## config.mk

```make
export PLATFORM = sky130hd
export DESIGN_NAME = stopwatch_mm_ss_with_led_view_flat
export DESIGN_NICKNAME = d
export VERILOG_FILES = /design/src/rtl/swled_pkg.sv /design/src/rtl/swled_if.sv /design/src/rtl/stopwatch_mm_ss_with_led_view.sv /design/src/flat_wrapper.sv
export SDC_FILE = /design/constraint.sdc
export NUM_CORES = 1
export LEC_CHECK = 0
export BUFFER_PORTS_ARGS = -buffer_cell sky130_fd_sc_hd__clkbuf_2
export CORE_ASPECT_RATIO = 1.75
export CORE_UTILIZATION = 50
export DETAILED_ROUTE_END_ITERATION = 8
export HOLD_SLACK_MARGIN = 0.12
export PLACE_DENSITY = 0.72
export SLEW_MARGIN = 40
export SYNTH_ARGS = -nofsm -noshare
export SYNTH_HDL_FRONTEND = slang
export SYNTH_SLANG_ARGS = --single-unit
export TNS_END_PERCENT = 10
```

## constraint.sdc

```tcl
create_clock -name i_clk -period 4.78 [get_ports i_clk]
set_input_delay 0 -clock i_clk [delete_from_list [all_inputs] [get_ports i_clk]]
set_output_delay 0 -clock i_clk [all_outputs]
set_load 0.01 [all_outputs]
```

## src/rtl/swled_pkg.sv

```systemverilog
// ============================================================================
// swled_pkg
// Shared constants and the seven-segment decode for the mm:ss stopwatch.
// ============================================================================
package swled_pkg;

    // Reset value of the ticks-per-second register.
    localparam logic [7:0] TPS_RESET = 8'd61;

    // Decimal point of an active-low segment pattern.
    localparam logic [7:0] SEG_DP = 8'h80;

    // A BCD digit as held by the counters.
    typedef logic [3:0] t_digit;

    // LED view modes.
    localparam logic [1:0] VIEW_OFF     = 2'd0;
    localparam logic [1:0] VIEW_PACKED  = 2'd1;
    localparam logic [1:0] VIEW_MINUTES = 2'd2;
    localparam logic [1:0] VIEW_SECONDS = 2'd3;

    // Active-low seven-segment pattern; codes above nine blank the digit.
    function automatic logic [7:0] seg_decode(input t_digit d);
        logic [7:0] pat;
        case (d)
            4'd0:    pat = 8'hc0;
            4'd1:    pat = 8'hf9;
            4'd2:    pat = 8'ha4;
            4'd3:    pat = 8'hb0;
            4'd4:    pat = 8'h99;
            4'd5:    pat = 8'h92;
            4'd6:    pat = 8'h82;
            4'd7:    pat = 8'hf8;
            4'd8:    pat = 8'h80;
            4'd9:    pat = 8'h90;
            default: pat = 8'hff;
        endcase
        return pat;
    endfunction

endpackage

```

## src/rtl/swled_if.sv

```systemverilog
// ============================================================================
// swled_if
// Valid/ready channels of the stopwatch: button sample in, display beat out.
// ============================================================================
interface swled_in_if;
    logic valid;
    logic ready;
    logic timer_tick;
    logic start_level;
    logic stop_level;
    logic view_level;

    modport source (output valid, output timer_tick, output start_level,
                    output stop_level, output view_level, input ready);
    modport sink   (input valid, input timer_tick, input start_level,
                    input stop_level, input view_level, output ready);
endinterface

interface swled_out_if;
    logic       valid;
    logic       ready;
    logic [7:0] seg_seconds_ones;
    logic [7:0] seg_seconds_tens;
    logic [7:0] seg_minutes_ones;
    logic [7:0] seg_minutes_tens;
    logic [7:0] led_byte;

    modport source (output valid, output seg_seconds_ones, output seg_seconds_tens,
                    output seg_minutes_ones, output seg_minutes_tens,
                    output led_byte, input ready);
    modport sink   (input valid, input seg_seconds_ones, input seg_seconds_tens,
                    input seg_minutes_ones, input seg_minutes_tens,
                    input led_byte, output ready);
endinterface

```

## src/rtl/stopwatch_mm_ss_with_led_view.sv

```systemverilog
// ============================================================================
// stopwatch_mm_ss_with_led_view
// BCD mm:ss stopwatch with seven-segment patterns and an LED bar view.
// ============================================================================
// Each input beat is one sample of the timer tick and the start, stop and view
// buttons; each produces exactly one output beat with the four active-low digit
// patterns (decimal point lit on the minutes ones digit) and the LED byte. The
// block takes one beat per clock unless the output stalls: a beat is captured in
// the input register, then the counters are updated and the result register
// loaded together once the result register has space. Throughput is set only
// by the output side; ready on the input follows the result register's space.
// The ticks-per-second register resets to 61; the user must write it through
// the configuration port only while no beat is in flight (not enforced here).
module stopwatch_mm_ss_with_led_view (
    input  logic        i_clk,
    input  logic        i_rst_n,
    input  logic        i_cfg_wr_en,
    input  logic [7:0]  i_cfg_wr_data,
    swled_in_if.sink    i_in,
    swled_out_if.source o_out
);
    import swled_pkg::*;

    // Configuration and counter state.
    logic [7:0] r_tps;
    logic [7:0] r_prescaler, n_prescaler;
    t_digit     r_sec_ones, n_sec_ones;
    logic [2:0] r_sec_tens, n_sec_tens;
    t_digit     r_min_ones, n_min_ones;
    t_digit     r_min_tens, n_min_tens;
    logic       r_running, n_running;
    logic [2:0] r_prev_btn;
    logic [1:0] r_view, n_view;
    logic [7:0] r_led, n_led;

    // Input register.
    logic       r_s1_valid;
    logic       r_s1_tick;
    logic [2:0] r_s1_btn;

    // Result register.
    logic       r_out_valid;
    logic [7:0] r_seg_so, r_seg_st, r_seg_mo, r_seg_mt, r_out_led;

    // Handshake between the two stages.
    logic in_fire;
    logic out_load;

    // Intermediate values of one step.
    logic       tick_en;
    logic       sec_pulse;
    logic [7:0] pre_inc;
    t_digit     a_sec_ones, a_min_ones, a_min_tens;
    logic [2:0] a_sec_tens;
    logic [1:0] view_sec;
    logic [2:0] rise;
    logic       run_start;
    logic [7:0] secs_bin;

    assign out_load   = r_s1_valid && (!r_out_valid || o_out.ready);
    assign i_in.ready = !r_s1_valid || out_load;
    assign in_fire    = i_in.valid && i_in.ready;

    // Prescaler and second pulse.
    always_comb begin
        tick_en   = r_s1_tick && r_running;
        pre_inc   = r_prescaler + 8'd1;
        sec_pulse = tick_en && (pre_inc >= r_tps);
        if (sec_pulse) begin
            n_prescaler = '0;
        end else if (tick_en) begin
            n_prescaler = pre_inc;
        end else begin
            n_prescaler = r_prescaler;
        end
    end

    // BCD advance by one second, wrapping 99:59 to 00:00.
    always_comb begin
        a_sec_ones = r_sec_ones;
        a_sec_tens = r_sec_tens;
        a_min_ones = r_min_ones;
        a_min_tens = r_min_tens;
        if (sec_pulse) begin
            if (r_sec_ones >= 4'd9) begin
                a_sec_ones = '0;
                if (r_sec_tens >= 3'd5) begin
                    a_sec_tens = '0;
                    if (r_min_ones >= 4'd9) begin
                        a_min_ones = '0;
                        a_min_tens = (r_min_tens >= 4'd9) ? 4'd0 : r_min_tens + 4'd1;
                    end else begin
                        a_min_ones = r_min_ones + 4'd1;
                    end
                end else begin
                    a_sec_tens = r_sec_tens + 3'd1;
                end
            end else begin
                a_sec_ones = r_sec_ones + 4'd1;
            end
        end
    end

    // LED byte, refreshed on each second; packed view gives way from 4 minutes on.
    always_comb begin
        view_sec = r_view;
        if (sec_pulse && r_view == VIEW_PACKED &&
            (a_min_ones > 4'd3 || a_min_tens != 4'd0)) begin
            view_sec = VIEW_MINUTES;
        end
        secs_bin = {4'd0, a_sec_ones} + {2'd0, a_sec_tens, 3'd0} + {4'd0, a_sec_tens, 1'b0};
        n_led = r_led;
        if (sec_pulse) begin
            case (view_sec)
                VIEW_OFF:     n_led = '0;
                VIEW_PACKED:  n_led = secs_bin + {a_min_ones[1:0], 6'd0};
                VIEW_MINUTES: n_led = {4'd0, a_min_ones} + {1'b0, a_min_tens, 3'd0}
                                    + {3'd0, a_min_tens, 1'b0};
                VIEW_SECONDS: n_led = secs_bin;
                default:      n_led = r_led;
            endcase
        end
    end

    // Button edges: start, then stop or clear, then view.
    always_comb begin
        rise       = r_s1_btn & ~r_prev_btn;
        run_start  = rise[0] ? 1'b1 : r_running;
        n_running  = run_start;
        n_sec_ones = a_sec_ones;
        n_sec_tens = a_sec_tens;
        n_min_ones = a_min_ones;
        n_min_tens = a_min_tens;
        if (rise[1]) begin
            if (run_start) begin
                n_running = 1'b0;
            end else begin
                n_sec_ones = '0;
                n_sec_tens = '0;
                n_min_ones = '0;
                n_min_tens = '0;
            end
        end
        n_view = rise[2] ? view_sec + 2'd1 : view_sec;
    end

    // Configuration register.
    always_ff @(posedge i_clk) begin
        if (!i_rst_n) begin
            r_tps <= TPS_RESET;
        end else if (i_cfg_wr_en) begin
            r_tps <= i_cfg_wr_data;
        end
    end

    // Input register.
    always_ff @(posedge i_clk) begin
        if (!i_rst_n) begin
            r_s1_valid <= 1'b0;
        end else if (in_fire) begin
            r_s1_valid <= 1'b1;
        end else if (out_load) begin
            r_s1_valid <= 1'b0;
        end
    end

    always_ff @(posedge i_clk) begin
        if (in_fire) begin
            r_s1_tick <= i_in.timer_tick;
            r_s1_btn  <= {i_in.view_level, i_in.stop_level, i_in.start_level};
        end
    end

    // Stopwatch state, stepped once per beat.
    always_ff @(posedge i_clk) begin
        if (!i_rst_n) begin
            r_prescaler <= '0;
            r_sec_ones  <= '0;
            r_sec_tens  <= '0;
            r_min_ones  <= '0;
            r_min_tens  <= '0;
            r_running   <= 1'b0;
            r_prev_btn  <= '0;
            r_view      <= VIEW_OFF;
            r_led       <= '0;
        end else if (out_load) begin
            r_prescaler <= n_prescaler;
            r_sec_ones  <= n_sec_ones;
            r_sec_tens  <= n_sec_tens;
            r_min_ones  <= n_min_ones;
            r_min_tens  <= n_min_tens;
            r_running   <= n_running;
            r_prev_btn  <= r_s1_btn;
            r_view      <= n_view;
            r_led       <= n_led;
        end
    end

    // Result register.
    always_ff @(posedge i_clk) begin
        if (!i_rst_n) begin
            r_out_valid <= 1'b0;
        end else if (out_load) begin
            r_out_valid <= 1'b1;
        end else if (o_out.ready) begin
            r_out_valid <= 1'b0;
        end
    end

    always_ff @(posedge i_clk) begin
        if (out_load) begin
            r_seg_so  <= seg_decode(n_sec_ones);
            r_seg_st  <= seg_decode({1'b0, n_sec_tens});
            r_seg_mo  <= seg_decode(n_min_ones) ^ SEG_DP;
            r_seg_mt  <= seg_decode(n_min_tens);
            r_out_led <= n_led;
        end
    end

    assign o_out.valid            = r_out_valid;
    assign o_out.seg_seconds_ones = r_seg_so;
    assign o_out.seg_seconds_tens = r_seg_st;
    assign o_out.seg_minutes_ones = r_seg_mo;
    assign o_out.seg_minutes_tens = r_seg_mt;
    assign o_out.led_byte         = r_out_led;

`ifndef NO_ASSERTIONS
    // The BCD counters never leave their decimal ranges.
    a_digits_range: assert property (@(posedge i_clk) disable iff (!i_rst_n)
        r_sec_ones <= 4'd9 && r_sec_tens <= 3'd5 && r_min_ones <= 4'd9 && r_min_tens <= 4'd9)
        else $error("stopwatch digit out of range");

    // A stopped watch does not count ticks.
    a_stopped_hold: assert property (@(posedge i_clk) disable iff (!i_rst_n)
        out_load && !r_running |=> $stable(r_prescaler))
        else $error("prescaler moved while stopped");

    // An accepted sample always occupies the input register next cycle.
    a_capture: assert property (@(posedge i_clk) disable iff (!i_rst_n)
        in_fire |=> r_s1_valid)
        else $error("accepted beat lost");

    // The LED byte only changes on a second.
    a_led_on_second: assert property (@(posedge i_clk) disable iff (!i_rst_n)
        out_load && !sec_pulse |=> $stable(r_led))
        else $error("LED byte changed without a second");
`endif

endmodule

```

## src/flat_wrapper.sv

```systemverilog
// flat-port wrapper written by rule: the top's interface ports become plain ports
module stopwatch_mm_ss_with_led_view_flat import swled_pkg::*;
  (i_clk, i_rst_n, i_cfg_wr_en, i_cfg_wr_data, i_in_valid, i_in_timer_tick, i_in_start_level, i_in_stop_level, i_in_view_level, i_in_ready, o_out_valid, o_out_seg_seconds_ones, o_out_seg_seconds_tens, o_out_seg_minutes_ones, o_out_seg_minutes_tens, o_out_led_byte, o_out_ready);
  swled_in_if i_in_i ();
  swled_out_if o_out_i ();
  input  logic i_clk;
  input  logic i_rst_n;
  input  logic i_cfg_wr_en;
  input  logic [7:0] i_cfg_wr_data;
  input wire logic [$bits(i_in_i.valid)-1:0] i_in_valid;
  input wire logic [$bits(i_in_i.timer_tick)-1:0] i_in_timer_tick;
  input wire logic [$bits(i_in_i.start_level)-1:0] i_in_start_level;
  input wire logic [$bits(i_in_i.stop_level)-1:0] i_in_stop_level;
  input wire logic [$bits(i_in_i.view_level)-1:0] i_in_view_level;
  output wire logic [$bits(i_in_i.ready)-1:0] i_in_ready;
  output wire logic [$bits(o_out_i.valid)-1:0] o_out_valid;
  output wire logic [$bits(o_out_i.seg_seconds_ones)-1:0] o_out_seg_seconds_ones;
  output wire logic [$bits(o_out_i.seg_seconds_tens)-1:0] o_out_seg_seconds_tens;
  output wire logic [$bits(o_out_i.seg_minutes_ones)-1:0] o_out_seg_minutes_ones;
  output wire logic [$bits(o_out_i.seg_minutes_tens)-1:0] o_out_seg_minutes_tens;
  output wire logic [$bits(o_out_i.led_byte)-1:0] o_out_led_byte;
  input wire logic [$bits(o_out_i.ready)-1:0] o_out_ready;
  assign i_in_i.valid = i_in_valid;
  assign i_in_i.timer_tick = i_in_timer_tick;
  assign i_in_i.start_level = i_in_start_level;
  assign i_in_i.stop_level = i_in_stop_level;
  assign i_in_i.view_level = i_in_view_level;
  assign i_in_ready = i_in_i.ready;
  assign o_out_valid = o_out_i.valid;
  assign o_out_seg_seconds_ones = o_out_i.seg_seconds_ones;
  assign o_out_seg_seconds_tens = o_out_i.seg_seconds_tens;
  assign o_out_seg_minutes_ones = o_out_i.seg_minutes_ones;
  assign o_out_seg_minutes_tens = o_out_i.seg_minutes_tens;
  assign o_out_led_byte = o_out_i.led_byte;
  assign o_out_i.ready = o_out_ready;
  stopwatch_mm_ss_with_led_view u_core (.i_clk(i_clk), .i_rst_n(i_rst_n), .i_cfg_wr_en(i_cfg_wr_en), .i_cfg_wr_data(i_cfg_wr_data), .i_in(i_in_i), .o_out(o_out_i));
endmodule
```

* Word level (Yosys, flattened, before mapping)
Memories as Yosys holds them, arrays and structs flattened. A register that Yosys moved wholly into a read port is not among the register bits. Index checks and enable logic that the tools add are counted.
Word-level totals: flip-flop bits (word level) 91, latch bits 0, memory bits (writable) 0, bits in read-only memories 392, input bits 17, output and inout bits 42, word-level logic and storage cells 99, memories kept 4
Memory list:
- (name not given) | words 16, bits a word 7, rd ports 1, clocked after Yosys merged registers in 1, wr ports 0, RTL line swled_pkg.sv:25 | case (d)
- (name not given) | words 16, bits a word 7, rd ports 1, clocked after Yosys merged registers in 1, wr ports 0, RTL line swled_pkg.sv:25
- (name not given) | words 16, bits a word 7, rd ports 1, clocked after Yosys merged registers in 1, wr ports 0, RTL line swled_pkg.sv:25
- (name not given) | words 8, bits a word 7, rd ports 1, clocked after Yosys merged registers in 1, wr ports 0, RTL line swled_pkg.sv:25
Cells by class: add/subtract/negate cells 11, multipliers 0, div/mod/pow operators 0, $lt $le $gt $ge 6, equality and inequality tests 4, shift operators 0, multiplexer cells 35, bitwise operators 3, reduce and logical (&&, ||, !) cells 17
Operators with widths (number):
- 4-bit 2-to-1 mux | 17
- 8-bit 2-to-1 mux | 4
- 8-bit one-hot mux with 4 select lines | 1
- 3-bit 2-to-1 mux | 5
- 4-bit by 1-bit adder with 4-bit output (second input constant) | 3
- 4-bit greater-or-equal comparator (second input constant) | 3
- 4-bit by 7-bit adder with 8-bit output | 1
- 8-bit by 1-bit adder with 8-bit output (second input constant) | 1
- 8-bit by 4-bit adder with 8-bit output | 1
- 8-bit by 5-bit adder with 8-bit output | 1
- 8-bit adder | 1
- 8-bit greater-or-equal comparator | 1
- 4-bit by 6-bit adder with 7-bit output | 1
- 1-bit logical AND | 6
- 1-bit 2-to-1 mux | 6
- 2-bit nonzero test | 3
- 2-bit by 1-bit == test with 1-bit output (second input constant) | 2
- 2-bit == test (second input constant) | 2
- 4-bit by 2-bit > comparator with 1-bit output (second input constant) | 1
- 2-bit 2-to-1 mux | 2
- 4-bit nonzero test | 1
- 3-bit by 1-bit adder with 3-bit output (second input constant) | 1
- 3-bit bitwise AND | 1
- 3-bit greater-or-equal comparator (second input constant) | 1
- other kinds (7) | 10

* Longest topological paths before layout
Gate-level depths: netlist of run 1.
word-level depth 13, depth in mapped cells 24

* Worst setup path after synthesis of run 1
No wires, ideal clock.
path kind flip-flop to flip-flop, start register u_core.r_prescaler[0], end register u_core.r_out_led[7], in the netlist u_core.o_out.led_byte[7], data pin, arrival time 4.683 ns, slack -0.072 ns, cell stages (with the launch flop) 24, path buffers 1, period minus slack after synthesis 4.852 ns, cells stage by stage dfxtp_1 > nand3_1 > nor2_1 > nand3_1 > xnor2_1 > ha_1 > nand2_1 > o21a_1 > or3_1 > nand2_2 > buf_4 > nand2_1 > o21ai_0 > ha_1 > ha_1 > a21oi_1 > nand2b_1 > o21ai_0 > ha_1 > and2_1 > a221oi_1 > xor2_1 > a21oi_1 > o31ai_1
On the way: word-level cells in the longest chain between the ends 11
Ends and longest elaborated chain:
- from (decl) | RTL line stopwatch_mm_ss_with_led_view.sv:26 | logic [7:0] r_prescaler, n_prescaler;
- from (signal assigned) | RTL line stopwatch_mm_ss_with_led_view.sv:187 | r_prescaler <= n_prescaler;
- 8-bit by 1-bit adder with 8-bit output (*) | RTL line stopwatch_mm_ss_with_led_view.sv:67 | pre_inc = r_prescaler + 8'd1;
- 8-bit greater-or-equal comparator (*) | RTL line stopwatch_mm_ss_with_led_view.sv:68 | sec_pulse = tick_en && (pre_inc >= r_tps);
- 1-bit logical AND (*) | RTL line stopwatch_mm_ss_with_led_view.sv:68
- parallel branches: the longest is 7 deep, another holds 8-bit by 4-bit adder with 8-bit output
- 8-bit 2-to-1 mux (*) | RTL line stopwatch_mm_ss_with_led_view.sv:113 | if (sec_pulse) begin
- named net u_core.n_led[7] | RTL line stopwatch_mm_ss_with_led_view.sv:34 | logic [7:0] r_led, n_led;
- to (signal assigned) | RTL line stopwatch_mm_ss_with_led_view.sv:216 | r_out_led <= n_led;
- to (decl) | RTL line stopwatch_mm_ss_with_led_view.sv:43 | logic [7:0] r_seg_so, r_seg_st, r_seg_mo, r_seg_mt, r_out_led;
Mark *: on every way through the listed nets, which the timed path passes. A chain may end at the register's enable or synchronous reset.

* Worst setup path in the final report of run 1
start register u_core.r_prescaler[2], end register u_core.r_out_led[6], in the netlist u_core.o_out.led_byte[6], data pin
Same word-level chain as after synthesis.

==> key figures, run 1 <==
Setup path
  • Critical Path, Cell by Cell: nand3_2 > nor2_2 > nand3_1 > xnor2_2 > ha_1 > nand2_1 > o21a_1 > or3_4 > nand2_8 > buf_4 > a31oi_1 > or2_4 > inv_2 > fa_2 > fa_2 > a21o_1 > a21oi_2 > xnor2_2 > a211oi_2 > o31ai_1
  • Crit path capture type: register
  • Critical Path AT: 4.78 ns
  • Worst path slowest cell: fa_2
  • Maximum fanout along the worst path: 8
  • Largest stage delay, worst path: 0.47 ns
  • Setup Crit Path Kind: reg -> reg
  • CP Launch Type: register
  • Worst EP required: 4.94 ns

Die
  • I/O pin cnt: 59
  • Row count: 50
  • Die area: 11300 µm²
  • Die W: 80.9 µm
  • Core area: 10600 µm²
  • Initial Utilization: 51.3%
  • Die Span Y: 140 µm

Clocking
  • Reg clk slew, reported paths: 0.06 ns
  • Total CTS buffers: 9
  • Clock Path Buffers: 2
  • TritonCTS clock tree: done
  • Clk Latency, worst-skew pair: 0.34 ns
  • # clock sinks: 87
  • Depth of the CTS H-tree: 3
  • Root buf cell: clkbuf_16

STA
  • Worst hold slack: 0.136 ns
  • Final min period: 4.62 ns
  • Max frequency: 216 MHz
  • Clock Skews: 0.00746 ns
  • Fin crit share: 96.7%
  • Final WS setup: 0.159 ns
  • Final hold violations: 0
  • Setup violators final: 0
  • Worst slew pin tran: 0.710 ns
  • Setup TNS: 0 ns
  • RSZ-0062 raised after global routing: true
  • Slew Limit Headroom: 52.7%
  • Slew Limit Fails: 0

Layout
  • Syn-to-layout area delta: 23.7%
  • Final non-filler cell total: 841
  • Commonest non-fill, non-tap cell in the layout: nand2_1
  • Diode count: 0
  • Fin nets: 783
  • Fill cell count: 927
  • Most frequent cells in the layout: nand2_1 (85), ha_1 (54), clkbuf_2 (54), nor2_1 (53), dfxtp_1 (44)
  • Layout cells sized above 1: 20.7%

Synthesis
  • Cells after Synth: 606
  • Post-synth EDFFs: 40
  • #FFs+latches synth: 87
  • Number of distinct standard cells referenced by the synthesized netlist: 66
  • Sequential area share after synthesis: 39.3%
  • Syn Area/Cell: 9.00 µm²
  • Ys Warns: 0
  • Ys async rst share: 0%
  • Mapped Area: 5450 µm²
  • Most used flip-flop cell after synthesis: dfxtp_1

Power
  • Int Pwr: 1260 µW
  • Sequential share of power: 49.8%
  • Leak Pwr: 0.00293 µW
  • Switching Power: 370 µW
  • Pwr Density: 242 nW/µm²
  • Clock Power Share: 41.9%
  • Sw Share: 22.7%
  • Gate power share: 8.2%
  • Worst VDD drop: 0.252 mV

Placement
  • DP Worst Slack: -0.0877 ns
  • Post-detail-place hpwl: 9.54 mm
  • Placer Congestion: 0.964
  • Number of cells after detailed placement: 794
  • Buffers on Ports: 54

Routing
  • Post-route ant nets: 0
  • Aggregate routed wire length: 13.2 mm
  • First-pass DRT Iterations: 5
  • 1st-iter DRT viols: 252
  • Vias: 4784
  • Residual DRC count: 0
  • Drt via density: 5.69
  • Average wire per standard cell: 15.6 µm

Flow run
  • Max cap viols: 0

Hold path
  • Worst min-delay path class: in -> reg

GRT
  • Overflow after GRT: 0
  • First-pass GRT wire length: 21.6 mm
  • Global Route Usage Sum: 24.8%
  • Initial antenna violation count: 0
  • Vias in the first global route: 4709
  • Largest net degree at the start of global routing: 62

Outcome
  • Outcome: complete, no violations
[sequential cells by signal, indices dropped and copies added, names as in the netlist, 2 cells and up]
register                       cells
u_core.r_led                       8
u_core.r_sec_tens                  3
u_core.o_out.seg_minutes_ones      7
u_core.o_out.seg_seconds_tens      7
u_core.r_prev_btn                  3
u_core.r_tps                       8
u_core.o_out.seg_seconds_ones      7
u_core.o_out.seg_minutes_tens      7
u_core.r_s1_btn                    3
u_core.o_out.led_byte              8
u_core.r_min_ones                  4
u_core.r_min_tens                  4
u_core.r_prescaler                 8
u_core.r_view                      2
u_core.r_sec_ones                  4
[metal layers]
layer  part of all wire (%)  track usage (%)  routed length (µm)  vias up
met2                     55             45.0                7270      120
met1                     36             24.8                4770     2283
li1                       -                -                   -     2328
met3                    2.6             4.04                 336       53
met4                    5.9             16.6                 774        0
met5                      0                0                   0        -
[what timing repair did]
item / CTS / global route
hold endpoints to repair: 18 / 0
gates resized for setup: 6 / 31
buffers inserted: 3 / 1
hold buffers: 27 / 0
pin swaps: 4 / 10
setup endpoints to repair: 2 / 14
[power groups by stage]
stage	registers (µW)	logic, µW	clock network (µW)
2_1_floorplan	836	65.6	0
3_3_place_gp	829	112	0
3_5_place_dp	830	115	0
4_1_cts	814	133	695
5_1_grt	815	148	723
6_report	813	134	684
[final cells by class]
class | instances | area, µm² | area share, %
Clock inverter | 4 | 46.3 | 0.686
Multi-Input combinational cell | 459 | 3220 | 47.7
Inverter | 34 | 128 | 1.89
Clock buffer | 12 | 236 | 3.50
Tap cell | 130 | 163 | 2.41
Sequential cell | 87 | 2150 | 31.9
Timing Repair Buffer | 115 | 808 | 12.0
[worst paths after layout]
path | startpoint | to | slack (ns) | cells past startpoint
setup / recovery | u_core.r_prescaler[2] | u_core.o_out.led_byte[6] | 0.16 | 20
hold / removal | i_cfg_wr_en | u_core.r_tps[7] | 0.14 | 3
setup reg to reg | u_core.r_prescaler[2] | u_core.o_out.led_byte[6] | 0.16 | 20
hold reg to reg | u_core.r_prev_btn[1] | u_core.r_prev_btn[1] | 0.46 | 2
[worst max-delay path, delay by kind of cell (launching register included)]
| kind | cells | cell delay [ns] |
|---|---|---|
| and+or+nand+nor | 7 | 1.27 |
| buffers and inverters | 2 | 0.19 |
| DFF | 1 | 0.38 |
| adders and majority gates | 3 | 1.20 |
| xor gates and xnor gates | 2 | 0.32 |
| AOI/OAI and AO/OA | 6 | 1.05 |
[stage by stage]
stage                     area [µm²]  power, µW  util [%]
after CTS                       6610       1640      62.2
final                           6750       1630      63.4
after global routing            6750       1690      63.4
after detailed placement        5990        945      56.3
after global placement          5990        940      56.3
after floorplan                 5460        902         -
[cells in the mapped netlist (all sizes together) (4+ instances only)]
master / count / share of area [%]
nand2: 87 / 6.1
ha: 57 / 13
nor2: 55 / 3.8
dfxtp: 47 / 17
a21oi: 44 / 4.1
edfxtp: 40 / 22
inv: 33 / 2.3
o21ai: 32 / 3.0
nand3: 26 / 2.4
clkbuf: 16 / 1.1
nor3: 14 / 1.4
a22oi: 13 / 1.8
buf: 12 / 1.3
o31ai: 11 / 2.0
mux2i: 9 / 1.7
xor2: 9 / 1.4
a21o: 8 / 1.1
nand2b: 8 / 0.92
xnor2: 7 / 1.1
and3: 6 / 0.69
o21a: 6 / 0.83
nor2b: 5 / 0.57
o211ai: 5 / 0.78
a211oi: 4 / 0.55
a31oi: 4 / 0.46
and2: 4 / 0.46
[cell families (layout without fill, tap and decap cells)]
group	after synthesis	after routing	share of synthesized area [%]
muxes	10	10	1.86
AOI/OAI and AO/OA	150	150	19.2
and+or+nand+nor	219	219	18.1
xor gates and xnor gates	16	16	2.57
adders and majority gates	60	60	14.2
DFF	87	87	39.3
buffers and inverters	62	165	4.70
other	2	4	0.138
Note: power is estimated with default switching activity, not from simulation.
==> inputs of run 2 (changes only) <==
Settings changed: CORE_MARGIN from default to 2.
==> key figures, run 2 (synthesized netlist as in run 1, its figures left out) <==
Layout
  • Final non-filler cell total: 850
  • Diode count: 0
  • Fin nets: 792
  • Syn-to-layout area delta: 27.0%
  • Layout cells sized above 1: 23.6%
  • Commonest non-fill, non-tap cell in the layout: nand2_1
  • Most frequent cells in the layout: nand2_1 (84), ha_1 (54), clkbuf_2 (54), nor2_1 (52), dfxtp_1 (42)

Hold path
  • Worst min-delay path class: in -> reg
  • Hold-critical path endpoint: u_core.r_tps[6]
  • Min-Delay Path Depth: 3
  • Hold_sp: i_cfg_wr_en

Setup path
  • Reg-to-reg endpoint: u_core.o_out.led_byte[7]
  • Largest stage delay, worst path: 0.38 ns
  • Worst path slowest cell: dfxtp_4
  • Critical Path AT: 5.00 ns
  • Critical Path, Cell by Cell: ha_4 > nand3_1 > nor2_1 > xor2_1 > ha_1 > nand4_1 > buf_4 > a21o_1 > buf_4 > a21oi_4 > nand2_1 > o21ai_2 > ha_1 > a21o_1 > a21oi_2 > nand2b_4 > o21ai_0 > ha_2 > and2_1 > a221oi_2 > xor2_1 > a21oi_1 > o31ai_1
  • Worst EP required: 4.96 ns
  • Maximum fanout along the worst path: 4
  • FF-to-FF path depth: 23
  • Crit path capture type: register
  • Critical path buffer and inverter count: 2
  • CP Launch Type: register
  • Slack of the worst reg-to-reg path: -0.04 ns
  • Setup Crit Path Kind: reg -> reg
  • Worst R2R Start: u_core.r_prescaler[0]
  • CP delay by family, top: compound AO/OA/AOI/OAI gates

Power
  • Pwr Density: 245 nW/µm²
  • Leak Pwr: 0.00298 µW
  • Int Pwr: 1300 µW
  • Worst VDD drop: 0.199 mV
  • Tot Pwr: 1690 µW
  • Sw Share: 23.4%
  • Switching Power: 396 µW
  • Sequential share of power: 48.0%
  • Clock Power Share: 43.7%
  • Gate power share: 8.3%

Clocking
  • Clock Path Buffers: 2
  • Clk Latency, worst-skew pair: 0.35 ns
  • TritonCTS clock tree: done
  • Reg clk slew, reported paths: 0.06 ns
  • Root buf cell: clkbuf_16
  • # clock sinks: 87
  • Total CTS buffers: 9
  • Depth of the CTS H-tree: 3

GRT
  • Initial antenna violation count: 0
  • Overflow after GRT: 0
  • First-pass GRT wire length: 22.3 mm
  • Vias in the first global route: 4868
  • Global Route Usage Sum: 23.5%
  • Largest net degree at the start of global routing: 36

STA
  • Final min period: 4.82 ns
  • RSZ-0062 raised after global routing: true
  • Fin crit share: 101%
  • Setup violators final: 1
  • Slew Limit Fails: 0
  • Final WS setup: -0.0426 ns
  • Final hold violations: 0
  • Max frequency: 207 MHz
  • Setup TNS: -0.0426 ns
  • Clock Skews: 0.00481 ns
  • Slew Limit Headroom: 49.8%
  • Worst slew pin tran: 0.746 ns

Die
  • I/O pin cnt: 59
  • Initial Utilization: 51.3%
  • Die Span Y: 142 µm
  • Die area: 11800 µm²
  • Row count: 50
  • Core area: 10600 µm²
  • Die W: 82.9 µm

Outcome
  • Failing checks: setup timing
  • Outcome: finished with violations

Routing
  • Residual DRC count: 0
  • Drt via density: 5.88
  • Average wire per standard cell: 17.2 µm
  • Aggregate routed wire length: 14.6 mm
  • 1st-iter DRT viols: 344
  • First-pass DRT Iterations: 4
  • Vias: 5000
  • Post-route ant nets: 0

Placement
  • Post-detail-place hpwl: 9.81 mm
  • Number of cells after detailed placement: 794
  • Placer Congestion: 0.940
  • Buffers on Ports: 54

Flow run
  • Max cap viols: 0
==> run 2: cell count changes in the layout (fill, tap and decap cells not counted), sizes merged <==
cell,before,now
buf,34,41
clkbuf,66,64
inv,35,37
clkinv,2,1
clkinvlp,0,1
dlygate4sd3,27,28
nor2,55,56
==> run 2: worst min-delay path: stages <==
cell and delay [ns]:
clkbuf_2 0.21, mux2i_1 0.17, nor2_1 0.08
==> run 2: routing by layer <==
metal	part of all wire [%]	wire length, µm	up-vias	GRT usage, %
li1	-	-	2352	-
met1	34	4960	2425	22.9
met2	56	8240	161	45.5
met3	3.9	572	62	3.19
met4	5.6	812	0	14.8
met5	0	0	-	0
==> run 2: timing repair <==
| item | 4_1_cts | 5_1_grt |
|---|---|---|
| setup endpoints to repair | 4 | 14 |
| setup buffers | 1 | 10 |
| pin swaps | 4 | 14 |
| hold buffers | 28 | 0 |
| endpoints found under the hold margin | 17 | 0 |
| gates cloned | 0 | 1 |
| gates resized for setup | 10 | 44 |
==> run 2: power by group through the flow <==
stage	registers [µW]	logic, µW	clock network (µW)
CTS	814	135	738
detailed placement	830	115	0
floorplan	836	65.6	0
global route	815	154	767
global placement	829	112	0
finish	812	141	739
==> run 2: worst max path at each step <==
stage	endpoint	depth (start not counted)	slack [ns]	startpoint
3_3_place_gp	u_core.o_out.led_byte[7]	21	0.12	u_core.r_prescaler[0]
3_5_place_dp	u_core.o_out.led_byte[6]	18	-0.11	u_core.r_prescaler[0]
2_1_floorplan	u_core.o_out.led_byte[7]	23	0.05	u_core.r_prescaler[0]
6_report	u_core.o_out.led_byte[7]	23	-0.04	u_core.r_prescaler[0]
4_1_cts	u_core.o_out.led_byte[7]	22	0.01	u_core.r_prescaler[2]
5_1_grt	u_core.o_out.led_byte[7]	23	-0.25	u_core.r_prescaler[0]
==> run 2: per-stage QoR <==
stage	worst slack, ns	util [%]	hold slack [ns]	cell area (µm²)
6_report	-0.0426	65.1	0.149	6920
5_1_grt	-0.249	65.1	0.231	6920
4_1_cts	0.0103	62.4	0.123	6640
3_5_place_dp	-0.106	56.3	0.179	5990
3_3_place_gp	0.117	56.3	0.179	5990
2_1_floorplan	0.0539	-	0.0989	5460
==> run 2: area by class of cell <==
type / instances / area, µm²
clock inverters: 6 / 62.6
well taps: 130 / 163
flip-flops and latches: 87 / 2150
inverters: 34 / 128
clock buffers: 10 / 250
repair buffers: 123 / 871
fillers: 852 / 3710
multi-input cells: 460 / 3300
==> inputs of run 3 (changes only) <==
Settings changed: CTS_BUF_LIST from default to sky130_fd_sc_hd__clkbuf_2 sky130_fd_sc_hd__clkbuf_4 sky130_fd_sc_hd__clkbuf_8.
==> key figures, run 3 (synthesized netlist as in run 1, its figures left out) <==
Die
  • Die Span Y: 142 µm
  • Initial Utilization: 51.3%
  • Die area: 11800 µm²
  • I/O pin cnt: 59
  • Die W: 82.9 µm
  • Row count: 50
  • Core area: 10600 µm²

STA
  • Worst hold slack: 0.330 ns
  • Setup violators final: 0
  • RSZ-0062 raised after global routing: true
  • Setup TNS: 0 ns
  • Max frequency: 211 MHz
  • Final min period: 4.73 ns
  • Slew Limit Fails: 0
  • Fin crit share: 99.0%
  • Slew Limit Headroom: 48.5%
  • Worst slew pin tran: 0.765 ns
  • Clock Skews: 0.00998 ns
  • Final hold violations: 0

Setup path
  • Worst setup path start: u_core.r_prescaler[0]
  • Worst EP required: 5.02 ns
  • CP delay by family, top: compound AO/OA/AOI/OAI gates
  • Critical path buffer and inverter count: 4
  • Largest stage delay, worst path: 0.40 ns
  • Worst R2R Start: u_core.r_prescaler[0]
  • Stages on the worst setup path: 22
  • Slack of the worst reg-to-reg path: 0.05 ns
  • Reg-to-reg endpoint: u_core.r_led[4]
  • Maximum fanout along the worst path: 9
  • Capture point of the critical path: u_core.r_led[4]
  • CP Launch Type: register
  • Setup Crit Path Kind: reg -> reg
  • Critical Path AT: 4.97 ns
  • FF-to-FF path depth: 22
  • Crit-path most repeated cell: buf_4
  • Crit path capture type: register
  • Critical Path, Cell by Cell: ha_4 > nand3_1 > nor2_1 > xor2_1 > ha_1 > nand4_1 > buf_4 > a2111oi_4 > buf_4 > nor2_4 > o31ai_2 > buf_4 > o211ai_2 > o41ai_4 > and2b_1 > inv_1 > ha_1 > or2_2 > a32o_1 > a22o_1 > nor2_1 > nor3_1
  • Worst path slowest cell: dfxtp_4

Power
  • Pwr Density: 225 nW/µm²
  • Tot Pwr: 1530 µW
  • Leak Pwr: 0.00292 µW
  • Worst VDD drop: 0.148 mV

Outcome
  • Outcome: complete, no violations

GRT
  • First-pass GRT wire length: 22.0 mm
  • Global Route Usage Sum: 23.1%
  • Largest net degree at the start of global routing: 36
  • Initial antenna violation count: 0
  • Vias in the first global route: 4832
  • Overflow after GRT: 0

Layout
  • Diode count: 0
  • Post-route cell area: 6800 µm²
  • Most frequent cells in the layout: nand2_1 (84), clkbuf_2 (54), nor2_1 (53), ha_1 (53), dfxtp_1 (42)
  • Syn-to-layout area delta: 24.6%
  • Fin nets: 790
  • Layout cells sized above 1: 23.0%
  • Commonest non-fill, non-tap cell in the layout: nand2_1

Hold path
  • Worst min-delay path class: in -> reg

Clocking
  • Clock Path Buffers: 2
  • Reg clk slew, reported paths: 0.09 ns
  • Root buf cell: clkbuf_8
  • Clk Latency, worst-skew pair: 0.38 ns
  • Depth of the CTS H-tree: 3
  • Total CTS buffers: 9
  • TritonCTS clock tree: done
  • # clock sinks: 87

Placement
  • Post-placement cell area: 5990 µm²
  • Post-detail-place hpwl: 9.81 mm
  • Buffers on Ports: 54
  • Placer Congestion: 0.940

Routing
  • 1st-iter DRT viols: 282
  • Average wire per standard cell: 16.5 µm
  • First-pass DRT Iterations: 5
  • Residual DRC count: 0
  • Post-route ant nets: 0
  • Vias: 4913
  • Aggregate routed wire length: 14.0 mm
  • Drt via density: 5.79

Flow run
  • Max cap viols: 0
[run 3: cell count changes in the layout (fill, tap and decap cells not counted), moves of 2 or more]
| cell | change |
|---|---|
| clkbuf_8 | +9 |
| o31ai_1 | -2 |
| o31ai_2 | +2 |
| nor2_2 | -2 |
| clkbuf_16 | -10 |
[run 3: worst min path at each step]
stage | from | endpoint | depth (start not counted)
floorplan | i_in_start_level | u_core.r_s1_btn[0] | 0
global placement | i_in_start_level | u_core.r_s1_btn[0] | 1
detailed placement | i_in_start_level | u_core.r_s1_btn[0] | 1
CTS | i_in_start_level | u_core.r_s1_btn[0] | 2
global route | i_in_stop_level | u_core.r_s1_btn[1] | 2
finish | i_in_stop_level | u_core.r_s1_btn[1] | 2
[run 3: cell type report]
| type | instances | area, µm² |
|---|---|---|
| timing repair buffer | 122 | 853 |
| sequential | 87 | 2160 |
| tap | 130 | 163 |
| inverter | 34 | 128 |
| clock inverter | 7 | 92.6 |
| fill | 879 | 3840 |
| clock buffer | 9 | 124 |
| multi-input combinational | 459 | 3280 |
[run 3: what timing repair did]
action | 4_1_cts | 5_1_grt
setup endpoints to repair | 4 | 14
pin swaps | 4 | 16
buffers inserted | 1 | 8
hold buffers | 29 | 0
endpoints found under the hold margin | 23 | 0
gates resized for setup | 9 | 40
[run 3: report_power, final]
group	switching (µW)	internal (µW)	total (µW)
Combinational	84.1	57.5	142
Sequential	10.3	801	811
Clock	279	295	574
Total	374	1150	1530
[run 3: stage by stage]
stage | std cells | utilization, % | setup WS (ns)
floorplan | 608 | - | 0.0539
global placement | 794 | 56.3 | 0.117
detailed placement | 794 | 56.3 | -0.106
CTS | 840 | 61.6 | 0.000935
global route | 848 | 63.9 | -0.175
finish | 848 | 63.9 | 0.0481
[run 3: worst reg2reg max path: stages, from the launching register on]
cell	delay [ns]
dfxtp_4	0.40
ha_4	0.16
nand3_1	0.12
nor2_1	0.14
xor2_1	0.25
ha_1	0.22
nand4_1	0.16
buf_4	0.19
a2111oi_4	0.33
buf_4	0.18
nor2_4	0.07
o31ai_2	0.30
buf_4	0.16
o211ai_2	0.16
o41ai_4	0.25
and2b_1	0.19
inv_1	0.06
ha_1	0.26
or2_2	0.38
a32o_1	0.25
a22o_1	0.21
nor2_1	0.10
nor3_1	0.06
[run 3: routing by layer]
layer / wire [µm] / track usage, % / vias to the layer above
met1: 4880 / 22.4 / 2336
met2: 7800 / 44.9 / 175
met3: 560 / 3.13 / 54
met4: 787 / 14.7 / 0
met5: 0 / 0 / -
li1: - / - / 2348
